$ cat src/hw/rtl/tldm_pkg.sv
// Shared constants and types for the two-level duty modulator.
// Holds register codes, field widths and the SplitMix64 mixing constants.
package tldm_pkg;

  localparam int unsigned DUTY_W   = 16;
  localparam int unsigned AMP_W    = 24;
  localparam int unsigned LEN_W    = 32;
  localparam int unsigned SEED_W   = 32;
  localparam int unsigned EPOCH_W  = 48;
  localparam int unsigned BASE_W   = 32;
  localparam int unsigned MULT_W   = 25;
  localparam int unsigned LEVEL_W  = 40;
  localparam int unsigned CFG_W    = 48;
  localparam int unsigned CFG_IDX_W = 3;

  localparam logic [63:0] GOLDEN = 64'h9E3779B97F4A7C15;
  localparam logic [63:0] MIX_A  = 64'hBF58476D1CE4E5B9;
  localparam logic [63:0] MIX_B  = 64'h94D049BB133111EB;

  localparam logic [MULT_W-1:0]  MULT_MAX  = 25'h0FFFFFF;
  localparam logic [MULT_W-1:0]  MULT_MIN  = 25'h1000000;
  localparam logic [LEVEL_W-1:0] LEVEL_MAX = 40'hFFFFFFFFFF;

  typedef enum logic [CFG_IDX_W-1:0] {
    REG_MODE    = 3'd0,
    REG_DUTY    = 3'd1,
    REG_AMP     = 3'd2,
    REG_BIN_LEN = 3'd3,
    REG_SEED    = 3'd4,
    REG_EPOCH   = 3'd5,
    REG_BASE    = 3'd6
  } cfg_reg_e;

  typedef enum logic [1:0] {
    MODE_PERIODIC = 2'd0,
    MODE_RANDOM   = 2'd1,
    MODE_OFF      = 2'd2
  } mode_e;

endpackage

$ cat src/hw/rtl/tldm_lo_div.sv
// Low-state multiplier unit: ONE - round(a*d/(ONE-d)), saturated.
// Iterative radix-4 divider restarted on every register write; uses tldm_pkg.
module tldm_lo_div import tldm_pkg::*; #(
  parameter int unsigned FRAC_BITS = 16
) (
  input  logic              clk_i,
  input  logic              rst_ni,
  input  logic              start_i,
  input  logic [AMP_W-1:0]  amp_i,
  input  logic [DUTY_W-1:0] duty_i,
  output logic [MULT_W-1:0] lo_mult_o
);

  localparam int unsigned NW    = 42;
  localparam int unsigned DW    = 25;
  localparam int unsigned STEPS = NW / 2;
  localparam logic [26:0] ONE   = 27'd1 << FRAC_BITS;

  logic signed [26:0] den_s;
  logic               den_pos;
  logic [DW-1:0]      den;
  logic [NW-1:0]      num;
  logic [NW-1:0]      n_q, n_d;
  logic [DW-1:0]      r_q, r_d;
  logic [4:0]         cnt_q;
  logic               load_q;
  logic signed [43:0] lo_full;

  assign den_s   = $signed(ONE) - $signed(27'(duty_i));
  assign den_pos = !den_s[26] && (den_s != '0);
  assign den     = den_s[DW-1:0];
  assign num     = NW'(40'(amp_i) * 40'(duty_i)) + NW'(den >> 1);

  always_comb begin
    logic [DW:0] t;
    n_d = n_q;
    r_d = r_q;
    for (int i = 0; i < 2; i++) begin
      t   = {r_d, n_d[NW-1]};
      n_d = {n_d[NW-2:0], 1'b0};
      if (t >= {1'b0, den}) begin
        r_d    = DW'(t - {1'b0, den});
        n_d[0] = 1'b1;
      end else begin
        r_d = t[DW-1:0];
      end
    end
  end

  always_ff @(posedge clk_i or negedge rst_ni) begin
    if (!rst_ni) begin
      load_q <= 1'b1;
      cnt_q  <= '0;
    end else if (start_i) begin
      load_q <= 1'b1;
    end else if (load_q) begin
      load_q <= 1'b0;
      cnt_q  <= 5'(STEPS);
    end else if (cnt_q != '0) begin
      cnt_q <= cnt_q - 5'd1;
    end
  end

  always_ff @(posedge clk_i) begin
    if (load_q) begin
      n_q <= num;
      r_q <= '0;
    end else if (cnt_q != '0) begin
      n_q <= n_d;
      r_q <= r_d;
    end
  end

  assign lo_full = $signed(44'(ONE)) - $signed(44'(n_q));

  always_comb begin
    if (!den_pos || lo_full < -44'sd16777216) begin
      lo_mult_o = MULT_MIN;
    end else if (lo_full > 44'sd16777215) begin
      lo_mult_o = MULT_MAX;
    end else begin
      lo_mult_o = lo_full[MULT_W-1:0];
    end
  end

endmodule

$ cat config.mk
export PLATFORM = sky130hd
export DESIGN_NAME = tldm_lo_div
export DESIGN_NICKNAME = d
export VERILOG_FILES = /design/src/hw/rtl/tldm_pkg.sv /design/src/hw/rtl/tldm_lo_div.sv
export SDC_FILE = /design/constraint.sdc
export NUM_CORES = 1
export LEC_CHECK = 0
export BUFFER_PORTS_ARGS = -buffer_cell sky130_fd_sc_hd__buf_2
export CORE_MARGIN = 4
export CORE_UTILIZATION = 60
export DETAILED_ROUTE_END_ITERATION = 6
export PLACE_DENSITY = 0.82
export REMOVE_ABC_BUFFERS = 1
export SYNTH_ARGS = -nofsm -noshare
export SYNTH_HDL_FRONTEND = slang
export SYNTH_SLANG_ARGS = --single-unit
$ cat constraint.sdc
create_clock -name clk_i -period 5.7 [get_ports clk_i]
set_input_delay 0.57 -clock clk_i [delete_from_list [all_inputs] [get_ports clk_i]]
set_output_delay 0.57 -clock clk_i [all_outputs]
set_load 0.05 [all_outputs]
Word level (Yosys, flattened, before mapping)
Index checks and enable logic that the tools add are counted.
{ "word_totals": {"regBits": 73, "out_inout_bits": 25} }
{ "op_classes": {"add_sub_neg": 6, "multipliers": 1, "magnitude_cmp": 4, "muxes": 11, "bitwise_logic": 1, "reduce_logical": 8} }
{ "op_table": {"columns": ["op", "count"], "rows": [
  ["25-bit 2-to-1 mux", 4],
  ["42-bit 2-to-1 mux", 2],
  ["26-bit by 25-bit >= comparator with 1-bit output", 2],
  ["25-bit subtractor", 2],
  ["43-bit by 25-bit > comparator with 1-bit output, second input constant", 1],
  ["43-bit by 25-bit less-than comparator with 1-bit output, second input constant", 1],
  ["17-bit by 42-bit subtractor with 43-bit output, first input constant", 1],
  ["40-bit by 24-bit adder with 41-bit output", 1],
  ["24-bit by 16-bit multiplier with 40-bit output", 1],
  ["27-bit nonzero test", 1],
  ["17-bit by 16-bit subtractor with 18-bit output, first input constant", 1],
  ["5-bit 2-to-1 mux", 2],
  ["5-bit nonzero test", 1],
  ["5-bit by 1-bit subtractor with 5-bit output, second input constant", 1],
  ["1-bit 2-to-1 mux", 3],
  ["1-bit zero test", 2],
  ["2-bit AND reduction", 1],
  ["2-bit nonzero test", 1],
  ["1-bit logical AND", 1],
  ["1-bit logical OR", 1],
  ["1-bit inverter", 1]
]} }

Logic depth before layout (Yosys ltp)
{ "depth": {"ltp_word": 7, "ltp_mapped": 31} }

Worst setup path before layout
No wires, ideal clock.
{ "synth_timing": {"path_type": "input -> register", "startpoint": "input port duty_i[3]", "endpoint": "register n_q[0] (data pin)", "t_arrival_ps": 7239, "required_time_ps": 5440, "slack_ps": -1799, "path_stages": 27, "path_buffers": 3, "cell_sequence": "clkbuf_1 -> or4_1 -> or3_1 -> nor3_1 -> nand2_1 -> or3_1 -> xor2_1 -> inv_1 -> ha_1 -> nand2_1 -> nor2_1 -> a2111oi_2 -> nand2_1 -> clkbuf_1 -> clkbuf_1 -> a21oi_1 -> fa_1 -> a21o_1 -> a211oi_1 -> o21ai_0 -> a311oi_1 -> nor2_1 -> o41ai_1 -> nand3_1 -> a211oi_4 -> nand2_2 -> mux2_2"} }
{ "synth_via": {"elab_chain_cells": 7, "word_cells_on_any_way": 8, "classes_between": "2 x add/sub; 2 x order compare; 4 x mux"} }
{ "synth_lines": {"columns": ["element", "line", "text"], "rows": [
  ["from (decl)", "tldm_lo_div.sv:10", "input logic [DUTY_W-1:0] duty_i,"],
  ["17-bit by 16-bit subtractor with 18-bit output (*)", "tldm_lo_div.sv:29", "assign den_s = $signed(ONE) - $signed(27'(duty_i));"],
  ["25-bit subtractor or 26-bit by 25-bit >= comparator with 1-bit output (tied branches)", "tldm_lo_div.sv:42, tldm_lo_div.sv:41", null],
  ["25-bit 2-to-1 mux", "tldm_lo_div.sv:41", "if (t >= {1'b0, den}) begin"],
  ["26-bit by 25-bit >= comparator with 1-bit output (*)", "tldm_lo_div.sv:41", null],
  ["1-bit 2-to-1 mux (*)", "tldm_lo_div.sv:41", null],
  ["42-bit 2-to-1 mux (*)", "tldm_lo_div.sv:68", "end else if (cnt_q != '0) begin"],
  ["42-bit 2-to-1 mux (*)", "tldm_lo_div.sv:65", "if (load_q) begin"],
  ["to (signal assigned)", "tldm_lo_div.sv:66", "n_q <= num;"],
  ["to (signal assigned)", "tldm_lo_div.sv:69", "n_q <= n_d;"],
  ["to (decl)", "tldm_lo_div.sv:23", "logic [NW-1:0] n_q, n_d;"]
]} }
Every way passes the cells marked *; elsewhere a longest branch is shown, timed or not. The select of a mux whose other input is x is not followed.
A chain may end at the register's enable or synchronous reset.

Worst setup path after layout
{ "layout_timing": {"startpoint": "input port duty_i[3]", "endpoint": "register n_q[37] (data pin)"} }
{ "layout_via": {"elab_chain_cells": 3, "word_cells_on_any_way": 4, "classes_between": "2 x add/sub; 1 x mul; 1 x mux"} }
{ "layout_lines": {"columns": ["element", "line", "text"], "rows": [
  ["24-bit by 16-bit multiplier with 40-bit output or 17-bit by 16-bit subtractor with 18-bit output (tied branches)", "tldm_lo_div.sv:32, tldm_lo_div.sv:29", null],
  ["40-bit by 24-bit adder with 41-bit output (*)", "tldm_lo_div.sv:32", "assign num = NW'(40'(amp_i) * 40'(duty_i)) + NW'(den >> 1);"],
  ["42-bit 2-to-1 mux (*)", "tldm_lo_div.sv:65", null]
]} }
Every way passes the cells marked *; elsewhere a longest branch is shown, timed or not.

==> summary.txt <==
Placement
  • Post-Place Cells: 3146
  • Port-buffer cells: 67
  • HPWL Detailed: 48880 µm
  • Area after DPL: 0.02336 mm²
  • Pre-CTS setup slack: -2.105 ns
  • GP Congestion: 0.9798

GRT
  • Global-route wire length before repair: 100600 µm
  • Largest net degree at the start of global routing: 43
  • Total global routing track utilization: 0.3397
  • Total grt overflow: 0
  • Vias in the first global route: 20.18k
  • Initial antenna violation count: 0

Synthesis
  • Yosys cell types: 90
  • Yosys warnings: 0
  • Top-area cell type share of the netlist area: 0.3205
  • EDFF count, synth: 42
  • Area contributors post-synth: fa_1 32%, ha_1 10%, inv_1 8.0%
  • Sequential-to-total area share from yosys stat: 0.09424
  • Flops & latches, synth: 73
  • Synth area leader: fa_1
  • Post-synth top cells: 435 x inv_1, 325 x fa_1, 313 x nand2_1
  • Avg Synthesized Cell Area: 8.441 µm²
  • Area of the mapped netlist: 0.02030 mm²
  • Commonest register cell after synthesis: edfxtp_1
  • Post-Syn Instances: 2405
  • FFs w/ async S/R, synth: 0.08219
  • Most frequent cell after synthesis: inv_1

Setup path
  • CP Class: input port to flip-flop
  • Register-to-Register Path Depth: 22
  • CP Capture Type: flip-flop
  • R2R Path End: r_q[4]$_SDFFE_PP0P_
  • Worst reg2reg startpoint: n_q[41]$_SDFFCE_PP0N_
  • Worst path arrival time: 7.22 ns
  • First element of the critical path: duty_i[3]
  • CP Max Fanout: 3
  • CP required: 5.78 ns
  • Flop2flop setup slack: 0.30 ns
  • Critical Path Start Type: input port

Final layout
  • Fill cell count: 2206
  • Final instance area: 0.02511 mm²
  • Share of layout cells above drive strength 1: 0.2403
  • Final-stage net count: 3289
  • Post-route insts no fill: 3207
  • Antenna Cells: 0
  • Synthesis-to-finish area growth: 23.68%

CTS
  • CTS tree: yes
  • CTS Buf Count: 9
  • Clock Tree Buf Depth: 2
  • Clock Tree Root: clkbuf_16
  • CTS H-tree depth: 3
  • Clk_lat worst skew: 0.35 ns
  • Hold Buf Count CTS: 0
  • Worst-path clk slew: 0.06 ns
  • Clock sink count: 73

Die
  • DIE AREA: 0.03684 mm²
  • Core ar.: 0.03345 mm²
  • Rows: 67
  • Die height: 191.9 µm
  • Chip width: 191.9 µm
  • Initial core utilization: 0.6069
  • Ports: 68

Timing
  • Tmin final: 7.142 ns
  • Crit share post-route: 1.253
  • Final Worst Setup Slack: -1.442 ns
  • Clock skew: 0.006517 ns
  • Final hold violation count: 0
  • Final Slew Violations: 0
  • Fmax: 0.1400 GHz
  • # setup viols final: 57
  • Setup TNS: -56.89 ns
  • Measured slew at the worst slew-check pin: 0.9252 ns
  • Relative slew margins: 0.3832
  • RSZ-0062 raised after global routing: yes

Detailed routing
  • Final ANT Viol Nets: 0
  • DRT Pass-1 Iters: 5
  • Via Count: 19.44k
  • Residual DRC count: 0
  • DRT Wirelength: 64950 µm
  • Vias per inst: 6.063
  • Initial DRC Count: 1742
  • Avg WL per Cell: 20.25 µm

Outcome
  • Status: complete, but fails checks
  • Violated checks: setup timing

Run
  • Max-cap violations: 0

Hold path
  • Worst hold path type: input port to asynchronous set/reset pin
worst max-delay path by stage:
| stage | cells after the start | slack, ns | end |
|---|---|---|---|
| 4_1_cts | 26 | -1.19 | n_q[38]$_DFFE_PN_ |
| 6_report | 25 | -1.44 | n_q[37]$_DFFE_PN_ |
| 3_3_place_gp | 25 | -1.95 | n_q[39]$_DFFE_PN_ |
| 3_5_place_dp | 25 | -2.10 | n_q[39]$_DFFE_PN_ |
| 5_1_grt | 25 | -1.56 | n_q[37]$_DFFE_PN_ |
| 2_1_floorplan | 26 | -1.70 | n_q[0]$_DFFE_PN_ |
registers in the layout, summed over array words and instances (netlist names):
register / count
cnt_q: 5
load_q: 1
n_q: 42
r_q: 25
timing repair:
action                                  CTS  global route
resized for setup                       154            89
endpoints found under the setup margin   56            57
cloned                                    1             0
pin swaps                                46            35
setup buffers                            22            26
per-stage QoR:
step	utilization	hold WS [ns]
5_1_grt	0.7506	0.04808
3_3_place_gp	0.6985	0.4031
3_5_place_dp	0.6985	0.4065
6_report	0.7506	0.04457
4_1_cts	0.7321	0.04413
2_1_floorplan	-	0.2744
logic make-up (layout without fill, tap and decap cells):
group	after synthesis	in the layout	synth area share
XOR/XNOR	84	84	0.03624
AO/OA/AOI/OAI	361	361	0.1225
AND/OR/NAND/NOR	804	804	0.1992
multiplexers	40	40	0.02170
buffers and inverters	552	906	0.1033
adder cells (fa/ha/maj)	491	491	0.4228
flip-flops	73	73	0.09424
cell type report:
class,count,area (µm²),share of cell area
repair buffers,456,3566,0.1420
clock buffers,11,232.7,0.009269
inverters,435,1633,0.06503
well taps,448,560.5,0.02233
multi-input cells,1780,17160,0.6834
flip-flops and latches,73,1913,0.07619
clock inverters,4,45.04,0.001794
cell usage in the layout (no fill, tap or decap), types with 9 or more instances in the layout:
cell	count
a211oi_1	13
a21o_1	37
a21oi_1	64
a21oi_2	27
and2_1	171
buf_2	46
buf_4	364
buf_6	34
clkbuf_16	9
dfxtp_1	25
edfxtp_1	42
fa_1	322
ha_1	154
ha_4	10
inv_1	430
mux2_2	23
mux2_4	9
nand2_1	309
nand2b_1	12
nand3_1	25
nand4_1	20
nor2_1	89
nor2b_1	13
nor3_1	33
nor4_1	19
o211ai_1	15
o21a_1	19
o21ai_0	50
o21ai_1	10
o21ai_2	10
o21bai_1	9
o31ai_1	11
or3_1	9
xnor2_1	40
xor2_1	35
routing by layer:
layer / track usage / vias up / routed length (µm) / part of all wire
met4: 0.1373 / 0 / 3376 / 0.052
li1: - / 8438 / - / -
met1: 0.4270 / 9549 / 23910 / 0.37
met2: 0.5904 / 1169 / 31990 / 0.49
met3: 0.04980 / 287 / 5673 / 0.087
met5: 0 / - / 0 / 0
critical path, stage by stage:
cell      delay (ns)
buf_6           0.10
or4_4           0.53
or3_4           0.35
nor3_2          0.12
buf_4           0.17
nand2_4         0.06
or3_4           0.38
xor2_4          0.19
fa_1            0.52
fa_1            0.43
fa_1            0.53
inv_2           0.05
fa_1            0.56
inv_2           0.05
ha_4            0.22
a21oi_2         0.15
o21ai_2         0.08
a221o_1         0.37
a41oi_2         0.27
o21ai_2         0.14
a221o_1         0.36
a221o_1         0.43
a21o_1          0.22
a211oi_2        0.23
o22ai_1         0.11
Power is not shown: default switching activity piles up to over one toggle a cycle in this logic, so the estimate is an artifact.
